==> src/hdl/partial_update_region_adjust_defines.svh <==
// Assertion helpers for the checked modules.
// Each use names clk_i and rst_ni of the module that holds it.
`ifndef PARTIAL_UPDATE_REGION_ADJUST_DEFINES_SVH
`define PARTIAL_UPDATE_REGION_ADJUST_DEFINES_SVH

// Plain property, checked at every rising edge outside reset
`define PURA_ASSERT(lbl, prop, msg) \
  lbl: assert property (@(posedge clk_i) disable iff (!rst_ni) (prop)) else $error(msg);

// Antecedent implies consequent in the next cycle
`define PURA_ASSERT_NEXT(lbl, ante, cons, msg) \
  lbl: assert property (@(posedge clk_i) disable iff (!rst_ni) (ante) |=> (cons)) else $error(msg);

`endif

==> src/hdl/pura_pkg.sv <==
`default_nettype none

package pura_pkg;

  // Field widths
  localparam int CoordW    = 13;
  localparam int ReqWideW  = 14;
  localparam int SliceW    = 12;
  localparam int SvsW      = 17;
  localparam int FpsW      = 8;
  localparam int CfgIdxW   = 3;
  localparam int CfgDataW  = 17;

  // Stream widths
  localparam int InTdataW  = 56;
  localparam int OutTdataW = 40;
  localparam int OutTuserW = 3;

  // Tearing limit arithmetic
  localparam int NsPerSec  = 1000000000;
  localparam int NsPerUs   = 1000;
  localparam int MarginPct = 30;
  localparam int PctBase   = 100;
  localparam int LineScale = PctBase + MarginPct;
  localparam int DivW      = 30;
  localparam int DivCntW   = $clog2(DivW);
  localparam int VsNsW     = 27;

  // Line count as v_active * LineScale / PctBase through a reciprocal multiply;
  // exact for every scaled height that a 13-bit v_active can give (up to 1064830)
  localparam int ScaledW   = 21;
  localparam int RecipSh   = 27;
  localparam int RecipW    = 21;
  localparam int ProdW     = ScaledW + RecipW;
  localparam int LinesW    = 14;
  localparam logic [RecipW-1:0] RecipPct =
    RecipW'(((64'd1 << RecipSh) + 64'(PctBase) - 64'd1) / 64'(PctBase));

  localparam logic [CoordW-1:0] DefaultBlock = CoordW'(2);
  localparam logic [CoordW-1:0] CoordMax     = '1;

  // Queue between front and back
  localparam int QueueDepth = 4;
  localparam int QPtrW      = $clog2(QueueDepth);
  localparam int QCntW      = $clog2(QueueDepth + 1);

  // Register reset values
  localparam logic [CoordW-1:0] HActiveRst = CoordW'(1080);
  localparam logic [CoordW-1:0] VActiveRst = CoordW'(2400);
  localparam logic              DscRst     = 1'b0;
  localparam logic [SliceW-1:0] SliceRst   = SliceW'(8);
  localparam logic [SvsW-1:0]   SvsRst     = '0;
  localparam logic [FpsW-1:0]   FpsRst     = FpsW'(60);

  typedef enum logic [CfgIdxW-1:0] {
    REG_H_ACTIVE   = 3'd0,
    REG_V_ACTIVE   = 3'd1,
    REG_DSC_ENABLE = 3'd2,
    REG_SLICE      = 3'd3,
    REG_SVSYNC     = 3'd4,
    REG_FRAME_RATE = 3'd5
  } cfg_reg_e;

  typedef enum logic [1:0] {
    RSN_OK      = 2'd0,
    RSN_EMPTY   = 2'd1,
    RSN_OUTSIDE = 2'd2,
    RSN_TEAR    = 2'd3
  } reason_e;

  typedef enum logic [2:0] {
    CS_START,
    CS_FRAME,
    CS_LINE_NS,
    CS_VS_LINES,
    CS_IDLE
  } cfg_state_e;

  // Configuration and derived values handed to the datapath
  typedef struct packed {
    logic [CoordW-1:0] h_active;
    logic [CoordW-1:0] v_active;
    logic [CoordW-1:0] blk;
    logic [CoordW-1:0] tear_lim;
    logic              svs_on;
    logic              ready;
  } cfg_t;

  // Classified request waiting for the back part
  typedef struct packed {
    logic [CoordW-1:0] y1;
    logic [CoordW-1:0] y2;
    reason_e           cls;
  } qent_t;

endpackage

`default_nettype wire

==> src/hdl/pura_cfg.sv <==
`default_nettype none

module pura_cfg (
  input  logic                           clk_i,
  input  logic                           rst_ni,
  input  logic                           cfg_we_i,
  input  logic [pura_pkg::CfgIdxW-1:0]   cfg_idx_i,
  input  logic [pura_pkg::CfgDataW-1:0]  cfg_wdata_i,
  output pura_pkg::cfg_t                 cfg_o
);
  import pura_pkg::*;

  logic [CoordW-1:0] h_q, v_q;
  logic              dsc_q;
  logic [SliceW-1:0] slice_q;
  logic [SvsW-1:0]   svs_q;
  logic [FpsW-1:0]   fps_q;

  cfg_state_e        state_q, state_d;
  logic [CoordW-1:0] lim_q, lim_d;

  logic [DivW-1:0]    div_rem_q, div_quo_q, div_dvs_q;
  logic [DivCntW-1:0] div_cnt_q;
  logic               div_busy_q;
  logic [DivW:0]      div_sh;
  logic               div_ge;
  logic [DivW-1:0]    div_rem_nx;

  logic              div_ld;
  logic [DivW-1:0]   ld_dividend, ld_divisor;
  logic [CoordW-1:0] blk;
  logic [FpsW-1:0]   fps;
  logic [VsNsW-1:0]  vs_ns;
  logic [DivW-1:0]   frame_dividend;

  logic [ScaledW-1:0] scaled_q;
  logic [ProdW-1:0]   lines_prod;
  logic [LinesW-1:0]  lines_q;

  // Register writes
  always_ff @(posedge clk_i or negedge rst_ni) begin
    if (!rst_ni) begin
      h_q     <= HActiveRst;
      v_q     <= VActiveRst;
      dsc_q   <= DscRst;
      slice_q <= SliceRst;
      svs_q   <= SvsRst;
      fps_q   <= FpsRst;
    end else if (cfg_we_i) begin
      case (cfg_idx_i)
        REG_H_ACTIVE:   h_q     <= cfg_wdata_i[CoordW-1:0];
        REG_V_ACTIVE:   v_q     <= cfg_wdata_i[CoordW-1:0];
        REG_DSC_ENABLE: dsc_q   <= cfg_wdata_i[0];
        REG_SLICE:      slice_q <= cfg_wdata_i[SliceW-1:0];
        REG_SVSYNC:     svs_q   <= cfg_wdata_i[SvsW-1:0];
        REG_FRAME_RATE: fps_q   <= cfg_wdata_i[FpsW-1:0];
        default: ;
      endcase
    end
  end

  // Row block: slice height with DSC on and a nonzero slice, doubled when odd, else two lines
  always_comb begin
    blk = DefaultBlock;
    if (dsc_q && slice_q != '0) begin
      blk = slice_q[0] ? {slice_q, 1'b0} : {1'b0, slice_q};
    end
  end

  // Divider operands
  assign fps            = (fps_q == '0) ? FpsW'(1) : fps_q;
  assign vs_ns          = VsNsW'(svs_q) * VsNsW'(NsPerUs);
  assign frame_dividend = DivW'(NsPerSec) + DivW'(fps) - DivW'(1);

  // Line count, registered in scaled_q and then lines_q after a height write, settles long before use
  assign lines_prod = ProdW'(scaled_q) * ProdW'(RecipPct);

  always_ff @(posedge clk_i) begin
    scaled_q <= ScaledW'(v_q) * ScaledW'(LineScale);
    lines_q  <= lines_prod[RecipSh +: LinesW];
  end

  // Shared restoring divider, one quotient bit a cycle
  assign div_sh     = {div_rem_q, div_quo_q[DivW-1]};
  assign div_ge     = div_sh >= {1'b0, div_dvs_q};
  assign div_rem_nx = div_ge ? DivW'(div_sh - {1'b0, div_dvs_q}) : div_sh[DivW-1:0];

  always_ff @(posedge clk_i or negedge rst_ni) begin
    if (!rst_ni) begin
      div_busy_q <= 1'b0;
      div_cnt_q  <= '0;
    end else if (div_ld) begin
      div_busy_q <= 1'b1;
      div_cnt_q  <= '0;
    end else if (div_busy_q) begin
      div_cnt_q <= div_cnt_q + DivCntW'(1);
      if (div_cnt_q == DivCntW'(DivW - 1)) begin
        div_busy_q <= 1'b0;
      end
    end
  end

  always_ff @(posedge clk_i) begin
    if (div_ld) begin
      div_rem_q <= '0;
      div_quo_q <= ld_dividend;
      div_dvs_q <= ld_divisor;
    end else if (div_busy_q) begin
      div_rem_q <= div_rem_nx;
      div_quo_q <= {div_quo_q[DivW-2:0], div_ge};
    end
  end

  // Tearing limit sequencer, restarted by every register write
  always_ff @(posedge clk_i or negedge rst_ni) begin
    if (!rst_ni) begin
      state_q <= CS_START;
    end else begin
      state_q <= state_d;
    end
  end

  always_ff @(posedge clk_i) begin
    lim_q <= lim_d;
  end

  always_comb begin
    state_d     = state_q;
    lim_d       = lim_q;
    div_ld      = 1'b0;
    ld_dividend = '0;
    ld_divisor  = '0;
    case (state_q)
      CS_START: begin
        div_ld      = 1'b1;
        ld_dividend = frame_dividend;
        ld_divisor  = DivW'(fps);
        state_d     = CS_FRAME;
      end
      CS_FRAME: begin
        if (!div_busy_q) begin
          // Vsync time over one frame or no lines at all: limit is zero
          if (DivW'(vs_ns) > div_quo_q || lines_q == '0) begin
            lim_d   = '0;
            state_d = CS_IDLE;
          end else begin
            div_ld      = 1'b1;
            ld_dividend = div_quo_q;
            ld_divisor  = DivW'(lines_q);
            state_d     = CS_LINE_NS;
          end
        end
      end
      CS_LINE_NS: begin
        if (!div_busy_q) begin
          if (div_quo_q == '0) begin
            lim_d   = '0;
            state_d = CS_IDLE;
          end else begin
            div_ld      = 1'b1;
            ld_dividend = DivW'(vs_ns);
            ld_divisor  = div_quo_q;
            state_d     = CS_VS_LINES;
          end
        end
      end
      CS_VS_LINES: begin
        if (!div_busy_q) begin
          // Saturate at zero when the vsync lines cover the display
          if (div_quo_q >= DivW'(v_q)) begin
            lim_d = '0;
          end else begin
            lim_d = v_q - div_quo_q[CoordW-1:0];
          end
          state_d = CS_IDLE;
        end
      end
      CS_IDLE: ;
      default: state_d = CS_START;
    endcase
    if (cfg_we_i) begin
      state_d = CS_START;
    end
  end

  assign cfg_o.h_active = h_q;
  assign cfg_o.v_active = v_q;
  assign cfg_o.blk      = blk;
  assign cfg_o.tear_lim = lim_q;
  assign cfg_o.svs_on   = svs_q != '0;
  assign cfg_o.ready    = state_q == CS_IDLE;

endmodule

`default_nettype wire

==> src/hdl/pura_front.sv <==
`default_nettype none

module pura_front (
  input  logic                           s_tvalid_i,
  output logic                           s_tready_o,
  input  logic [pura_pkg::InTdataW-1:0]  s_tdata_i,
  input  pura_pkg::cfg_t                 cfg_i,
  input  logic                           q_full_i,
  output logic                           q_push_o,
  output pura_pkg::qent_t                q_ent_o
);
  import pura_pkg::*;

  logic [CoordW-1:0]   x1, y1;
  logic [ReqWideW-1:0] x2, y2;

  // Unpack the request
  assign x1 = s_tdata_i[CoordW-1:0];
  assign y1 = s_tdata_i[2*CoordW-1:CoordW];
  assign x2 = s_tdata_i[2*CoordW+ReqWideW-1:2*CoordW];
  assign y2 = s_tdata_i[2*CoordW+2*ReqWideW-1:2*CoordW+ReqWideW];

  // Hold off while the limit is recomputed or the queue is full
  assign s_tready_o = cfg_i.ready && !q_full_i;
  assign q_push_o   = s_tvalid_i && s_tready_o;

  // Classify: empty request first, then past the display edge
  always_comb begin
    q_ent_o.y1  = y1;
    q_ent_o.y2  = y2[CoordW-1:0];
    q_ent_o.cls = RSN_OK;
    if (x1 == '0 && y1 == '0 && x2 == '0 && y2 == '0) begin
      q_ent_o.cls = RSN_EMPTY;
    end else if (x2 > {1'b0, cfg_i.h_active} || y2 > {1'b0, cfg_i.v_active}) begin
      q_ent_o.cls = RSN_OUTSIDE;
    end
  end

endmodule

`default_nettype wire

==> src/hdl/pura_queue.sv <==
`default_nettype none

module pura_queue (
  input  logic             clk_i,
  input  logic             rst_ni,
  input  logic             push_i,
  input  pura_pkg::qent_t  ent_i,
  input  logic             pop_i,
  output logic             full_o,
  output logic             vld_o,
  output pura_pkg::qent_t  ent_o
);
  import pura_pkg::*;

  qent_t             mem_q [QueueDepth];
  logic [QPtrW-1:0]  wr_q, wr_d, rd_q, rd_d;
  logic [QCntW-1:0]  cnt_q, cnt_d;

  // Advance pointers and fill count
  always_comb begin
    wr_d  = wr_q;
    rd_d  = rd_q;
    cnt_d = cnt_q;
    if (push_i) begin
      wr_d = wr_q + QPtrW'(1);
    end
    if (pop_i) begin
      rd_d = rd_q + QPtrW'(1);
    end
    if (push_i && !pop_i) begin
      cnt_d = cnt_q + QCntW'(1);
    end else if (pop_i && !push_i) begin
      cnt_d = cnt_q - QCntW'(1);
    end
  end

  always_ff @(posedge clk_i or negedge rst_ni) begin
    if (!rst_ni) begin
      wr_q  <= '0;
      rd_q  <= '0;
      cnt_q <= '0;
    end else begin
      wr_q  <= wr_d;
      rd_q  <= rd_d;
      cnt_q <= cnt_d;
    end
  end

  always_ff @(posedge clk_i) begin
    if (push_i) begin
      mem_q[wr_q] <= ent_i;
    end
  end

  assign full_o = cnt_q == QCntW'(QueueDepth);
  assign vld_o  = cnt_q != '0;
  assign ent_o  = mem_q[rd_q];

endmodule

`default_nettype wire

==> src/hdl/pura_back.sv <==
`default_nettype none
`include "partial_update_region_adjust_defines.svh"

module pura_back (
  input  logic                            clk_i,
  input  logic                            rst_ni,
  input  logic                            q_vld_i,
  input  pura_pkg::qent_t                 q_ent_i,
  output logic                            q_pop_o,
  input  pura_pkg::cfg_t                  cfg_i,
  output logic                            m_tvalid_o,
  input  logic                            m_tready_i,
  output logic [pura_pkg::OutTdataW-1:0]  m_tdata_o,
  output logic [pura_pkg::OutTuserW-1:0]  m_tuser_o
);
  import pura_pkg::*;

  localparam int NumStg = CoordW;
  localparam int Last   = NumStg - 1;

  // One remainder bit step against the row block
  function automatic logic [CoordW-1:0] rem_step(input logic [CoordW-1:0] r,
                                                 input logic b,
                                                 input logic [CoordW-1:0] d);
    logic [CoordW:0] t;
    t = {r, b};
    if (t >= {1'b0, d}) begin
      t = t - {1'b0, d};
    end
    return t[CoordW-1:0];
  endfunction

  logic              advance;
  logic              stg_vld_q [NumStg];
  qent_t             stg_ent_q [NumStg];
  logic [CoordW-1:0] stg_r1_q  [NumStg];
  logic [CoordW-1:0] stg_r2_q  [NumStg];

  logic              out_vld_q, out_vld_d;
  logic [CoordW-1:0] out_y1_q, out_x2_q, out_y2_q;
  logic              out_full_q;
  reason_e           out_rsn_q;

  logic [CoordW-1:0] fy1, fy2;
  logic [CoordW:0]   up;
  logic              tear;
  reason_e           rsn;

  // Whole pipeline moves when the output register is free or drained
  assign advance = !out_vld_q || m_tready_i;
  assign q_pop_o = advance && q_vld_i;

  // Remainder pipeline: stage s resolves bit (msb - s) of y1 and y2
  for (genvar s = 0; s < NumStg; s++) begin : g_stg
    logic              in_vld;
    qent_t             in_ent;
    logic [CoordW-1:0] in_r1, in_r2;

    if (s == 0) begin : g_first
      assign in_vld = q_vld_i;
      assign in_ent = q_ent_i;
      assign in_r1  = '0;
      assign in_r2  = '0;
    end else begin : g_next
      assign in_vld = stg_vld_q[s-1];
      assign in_ent = stg_ent_q[s-1];
      assign in_r1  = stg_r1_q[s-1];
      assign in_r2  = stg_r2_q[s-1];
    end

    always_ff @(posedge clk_i or negedge rst_ni) begin
      if (!rst_ni) begin
        stg_vld_q[s] <= 1'b0;
      end else if (advance) begin
        stg_vld_q[s] <= in_vld;
      end
    end

    always_ff @(posedge clk_i) begin
      if (advance) begin
        stg_ent_q[s] <= in_ent;
        stg_r1_q[s]  <= rem_step(in_r1, in_ent.y1[CoordW-1-s], cfg_i.blk);
        stg_r2_q[s]  <= rem_step(in_r2, in_ent.y2[CoordW-1-s], cfg_i.blk);
      end
    end
  end

  // Round y1 down and y2 up, apply the tearing check, and give the whole display for any class but OK
  always_comb begin
    fy1  = stg_ent_q[Last].y1 - stg_r1_q[Last];
    up   = {1'b0, stg_ent_q[Last].y2} - {1'b0, stg_r2_q[Last]}
         + ((stg_r2_q[Last] != '0) ? {1'b0, cfg_i.blk} : '0);
    fy2  = up[CoordW] ? CoordMax : up[CoordW-1:0];
    tear = cfg_i.svs_on && (fy1 >= cfg_i.tear_lim);
    rsn  = stg_ent_q[Last].cls;
    if (stg_ent_q[Last].cls == RSN_OK && tear) begin
      rsn = RSN_TEAR;
    end
    if (rsn != RSN_OK) begin
      fy1 = '0;
      fy2 = cfg_i.v_active;
    end
  end

  // Output register
  assign out_vld_d = advance ? stg_vld_q[Last] : out_vld_q;

  always_ff @(posedge clk_i or negedge rst_ni) begin
    if (!rst_ni) begin
      out_vld_q <= 1'b0;
    end else begin
      out_vld_q <= out_vld_d;
    end
  end

  always_ff @(posedge clk_i) begin
    if (advance) begin
      out_y1_q   <= fy1;
      out_x2_q   <= cfg_i.h_active;
      out_y2_q   <= fy2;
      out_full_q <= rsn != RSN_OK;
      out_rsn_q  <= rsn;
    end
  end

  assign m_tvalid_o = out_vld_q;
  assign m_tdata_o  = {1'b0, out_y2_q, out_x2_q, out_y1_q};
  assign m_tuser_o  = {out_rsn_q, out_full_q};

  `PURA_ASSERT_NEXT(a_stall_hold, out_vld_q && !m_tready_i, out_vld_q && $stable(stg_vld_q[Last]), "pipeline moved while the output was stalled")
  `PURA_ASSERT(a_tear_needs_svs, (out_vld_q && out_rsn_q == RSN_TEAR) |-> cfg_i.svs_on, "tearing fallback without a vsync time")
  `PURA_ASSERT(a_full_region, (out_vld_q && out_full_q) |-> (out_y1_q == '0 && out_y2_q == cfg_i.v_active), "full screen result is not the whole display")

endmodule

`default_nettype wire

==> src/hdl/partial_update_region_adjust.sv <==
// A request taken with an empty queue goes through the queue, the remainder
// stages and the output register. Throughput: one request per cycle while
// both ready signals are high; a 4-entry queue and the output register
// decouple the request side from the result side. Reset (rst_ni low,
// asynchronous) loads the register defaults; then a shared 30-bit divider
// computes the tearing limit with s_axis_tready low; every write restarts it.
`default_nettype none

module partial_update_region_adjust (
  input  logic                            clk_i,
  input  logic                            rst_ni,
  // Request stream
  input  logic                            s_axis_tvalid,
  output logic                            s_axis_tready,
  // req_x1[12:0], req_y1[25:13], req_x2[39:26], req_y2[53:40], zero [55:54]
  input  logic [pura_pkg::InTdataW-1:0]   s_axis_tdata,
  // Result stream
  output logic                            m_axis_tvalid,
  input  logic                            m_axis_tready,
  // out_y1[12:0], out_x2[25:13], out_y2[38:26], zero [39]
  output logic [pura_pkg::OutTdataW-1:0]  m_axis_tdata,
  // used_full[0], reason[2:1]
  output logic [pura_pkg::OutTuserW-1:0]  m_axis_tuser,
  // Register write port
  input  logic                            cfg_we_i,
  input  logic [pura_pkg::CfgIdxW-1:0]    cfg_idx_i,
  input  logic [pura_pkg::CfgDataW-1:0]   cfg_wdata_i
);
  import pura_pkg::*;

  cfg_t  cfg;
  qent_t push_ent, head_ent;
  logic  q_push, q_pop, q_full, q_vld;

  // Registers and tearing limit
  pura_cfg u_cfg (
    .clk_i       (clk_i),
    .rst_ni      (rst_ni),
    .cfg_we_i    (cfg_we_i),
    .cfg_idx_i   (cfg_idx_i),
    .cfg_wdata_i (cfg_wdata_i),
    .cfg_o       (cfg)
  );

  // Accept and classify requests
  pura_front u_front (
    .s_tvalid_i (s_axis_tvalid),
    .s_tready_o (s_axis_tready),
    .s_tdata_i  (s_axis_tdata),
    .cfg_i      (cfg),
    .q_full_i   (q_full),
    .q_push_o   (q_push),
    .q_ent_o    (push_ent)
  );

  // Queue between classification and rounding
  pura_queue u_queue (
    .clk_i  (clk_i),
    .rst_ni (rst_ni),
    .push_i (q_push),
    .ent_i  (push_ent),
    .pop_i  (q_pop),
    .full_o (q_full),
    .vld_o  (q_vld),
    .ent_o  (head_ent)
  );

  // Round to the row block and build the result
  pura_back u_back (
    .clk_i      (clk_i),
    .rst_ni     (rst_ni),
    .q_vld_i    (q_vld),
    .q_ent_i    (head_ent),
    .q_pop_o    (q_pop),
    .cfg_i      (cfg),
    .m_tvalid_o (m_axis_tvalid),
    .m_tready_i (m_axis_tready),
    .m_tdata_o  (m_axis_tdata),
    .m_tuser_o  (m_axis_tuser)
  );

endmodule

`default_nettype wire
==> config.mk <==
export PLATFORM = sky130hd
export DESIGN_NAME = partial_update_region_adjust
export DESIGN_NICKNAME = d
export VERILOG_FILES = /design/src/hdl/pura_pkg.sv /design/src/hdl/pura_cfg.sv /design/src/hdl/pura_front.sv /design/src/hdl/pura_queue.sv /design/src/hdl/pura_back.sv /design/src/hdl/partial_update_region_adjust.sv
export VERILOG_INCLUDE_DIRS = /design/src /design/src/hdl
export SDC_FILE = /design/constraint.sdc
export NUM_CORES = 2
export LEC_CHECK = 0
export BUFFER_PORTS_ARGS = -buffer_cell sky130_fd_sc_hd__buf_2
export CORE_ASPECT_RATIO = 1.4
export CORE_UTILIZATION = 55
export DETAILED_ROUTE_END_ITERATION = 10
export GPL_TIMING_DRIVEN = 0
export PLACE_DENSITY = 0.74
export SLEW_MARGIN = 20
export SYNTH_ARGS = -nofsm -noshare
export SYNTH_HDL_FRONTEND = slang
export SYNTH_SLANG_ARGS = --single-unit
export TNS_END_PERCENT = 50
==> constraint.sdc <==
create_clock -name clk_i -period 23.6 [get_ports clk_i]
set_input_delay 2.36 -clock clk_i [delete_from_list [all_inputs] [get_ports clk_i]]
set_output_delay 2.36 -clock clk_i [all_outputs]
set_load 0.01 [all_outputs]
==> impl_metrics.tcl <==
set metrics [dict create \
    crit_top_cell "fa_1" \
    die_w_um 292.5 \
    dieArea_mm2 0.1196 \
    end_kind "flop" \
    grt_pass1_vias 45630 \
    cts_buffers 104 \
    grt_pass1_wl_mm 248.4 \
    finalHoldViolations 0 \
    worst_path_largest_cell_delay_ps 740 \
    synth_common_cells "edfxtp_1, ha_1, inv_1" \
    place_hpwl_mm 119.9 \
    synth_area_leaders "edfxtp_1, ha_1, fa_1" \
    fmax_mhz 118.3 \
    synth_cells 5624 \
    crit_path_top_delay_cell "buf_2" \
    worstSkewPairLatency_ps 750 \
    yosysTopAreaCell "edfxtp_1" \
    cts_htree_levels 3 \
    tightestPinTransition_ps 1042 \
    overflow 0 \
    clk_pin_slew_ps 70 \
    core_mm2 0.1167 \
    num-fill-cells 8981 \
    status "finished clean" \
    grt_max_degree 101 \
    setup-tns-final_ps 0 \
    cts_tree "done" \
    drv_cap 0 \
    max_slew_margin 0.3051 \
    drv_slew 0 \
    synth-seq-area-share 0.4724 \
    drive_above_1_share 0.08446 \
    synth_top_area_frac 0.4163 \
    row_count 148 \
    ys_warn_count 0 \
    critical_path_required_ps 24050 \
    arrival_ps 8900 \
    wl_per_cell_um 21.35 \
    cts-resized-gates 0 \
    vias 44615 \
    setup_viol 0 \
    start_util 0.5571 \
    yosys.cell_types.count 93 \
    routed_wl_mm 159.7 \
    place.gp.congestion 0.9476 \
    fp.dieH_um 408.7 \
    min_period_ps 8453 \
    cts_root_buf "clkbuf_16" \
    drc 0 \
    ys_ff_latch 1059 \
    startpoint_type "flop" \
    cts.sinks 1059 \
    synth.most_common_cell "edfxtp_1" \
    synth-main-ff-cell "edfxtp_1" \
    hold_class "flop to flop" \
    dr.pass1.iters 5 \
    synth_async_sr_flop_share 0.08876 \
    synth_edf_count 901 \
    syn_to_final_growth_pct 10.57 \
    path_class "flop to flop" \
    crit_fanout 39 \
    hold_buffers 0 \
    grt_usage 0.2704 \
    min_period_over_period 0.3582 \
    drt_iter0_markers 2923 \
    layout.nets 6941 \
    io_pins 126 \
    rsz0062_at_grt "false" \
    detail_route.vias_per_cell 5.963 \
    ant_nets 0 \
    port_buffers 121 \
    skew_ps 53.76 \
    netlist_area_mm2 0.06499 \
    post_cts_buffers 0 \
    cts_buffer_depth 3 \
    avgSynthCellArea_um2 11.56 \
    antenna_found_initial 6 \
]
==> registers in the layout (all words and copies together) (netlist names), 13 cells and up <==
| signal | flops |
|---|---|
| u_cfg.scaled_q | 20 |
| u_back.stg_ent_q | 363 |
| u_cfg.div_quo_q | 30 |
| u_back.stg_r2_q | 156 |
| u_cfg.div_dvs_q | 30 |
| u_cfg.lim_q | 13 |
| u_cfg.v_q | 13 |
| u_back.stg_r1_q | 156 |
| u_cfg.lines_q | 14 |
| u_cfg.h_q | 13 |
| u_queue.mem_q | 112 |
| u_back.out_y2_q | 13 |
| u_back.out_x2_q | 13 |
| u_cfg.div_rem_q | 30 |
| u_cfg.svs_q | 17 |
==> logic make-up (layout without fill, tap and decap cells) <==
| kind of cell | after synthesis | in the layout | share of synthesized area |
|---|---|---|---|
| buf+inv | 711 | 1055 | 0.04189 |
| flops | 1059 | 1059 | 0.4724 |
| simple gates | 1377 | 1377 | 0.1044 |
| fa+ha+maj | 972 | 972 | 0.2151 |
| xor+xnor | 217 | 217 | 0.02924 |
| compound gates | 1175 | 1175 | 0.1130 |
| mux | 112 | 112 | 0.02389 |
| other cells | 1 | 15 | 0.00005770 |
==> placed cells by master, fill, tap and decap left out, types with 97 or more instances in the layout <==
cell type	synthesis	layout
nand3_1	156	155
o21ai_0	299	299
o31ai_1	120	120
nand2_1	325	317
ha_1	730	730
a21oi_1	337	337
nor2_1	356	355
buf_2	7	127
xnor2_1	155	155
clkbuf_16	0	107
edfxtp_1	901	901
nor2b_1	99	99
inv_1	621	618
a21boi_0	98	97
fa_1	242	242
==> per-layer routing <==
| metal | up-vias | global-route usage | share of wire |
|---|---|---|---|
| met5 | - | 0 | 0.000069 |
| met4 | 2 | 0.1630 | 0.064 |
| met3 | 453 | 0.03338 | 0.049 |
| met2 | 1409 | 0.4824 | 0.51 |
| met1 | 21823 | 0.3083 | 0.38 |
| li1 | 20928 | - | - |
==> final timing paths <==
kind | endpoint | slack (ps) | cells after the start | startpoint
max | u_cfg.div_quo_q[22] | 15150 | 29 | u_cfg.svs_q[5]
min | u_back.stg_ent_q[0][166] | 410 | 0 | u_back.stg_ent_q[0][138]
max reg2reg | u_cfg.div_quo_q[22] | 15150 | 29 | u_cfg.svs_q[5]
min reg2reg | u_back.stg_ent_q[0][166] | 410 | 0 | u_back.stg_ent_q[0][138]
max in group asynchronous | u_cfg.h_q[4] | 21350 | 2 | rst_ni
min in group asynchronous | u_cfg.div_cnt_q[0] | 1530 | 1 | rst_ni
==> stage by stage <==
stage               worst slack (ps)  cell area [um2]    util  hold WS (ps)  cells
detailed placement             15210            68240  0.5849         404.5   7282
global route                   14650            71860  0.6160         403.7   7482
floorplan                      10520            65040       -         400.3   5635
finish                         15150            71860  0.6160         408.6   7482
global placement                6970            67520  0.5788         401.7   7256
CTS                            15190            71850  0.6159         413.6   7479
==> worst max-delay path, delay by kind of cell (launching register included) <==
family / cells / cell delay [ps]
compound gates: 10 / 1900
buf+inv: 5 / 1500
xor+xnor: 1 / 260
fa+ha+maj: 6 / 2650
simple gates: 7 / 1410
flops: 1 / 400
==> layout make-up <==
| cell class | instances | area (um2) | share of cell area |
|---|---|---|---|
| clock inverter | 71 | 794.5 | 0.01106 |
| multi-input combinational | 3865 | 31680 | 0.4408 |
| timing repair buffer | 147 | 1252 | 0.01743 |
| antenna | 3 | 7.507 | 0.0001045 |
| tap | 1500 | 1877 | 0.02612 |
| sequential | 1059 | 30710 | 0.4273 |
| inverter | 622 | 2335 | 0.03249 |
| buffer | 89 | 397.9 | 0.005537 |
| clock buffer | 126 | 2819 | 0.03923 |
Power is not shown: default switching activity piles up to over one toggle a cycle in this logic, so the estimate is an artifact.
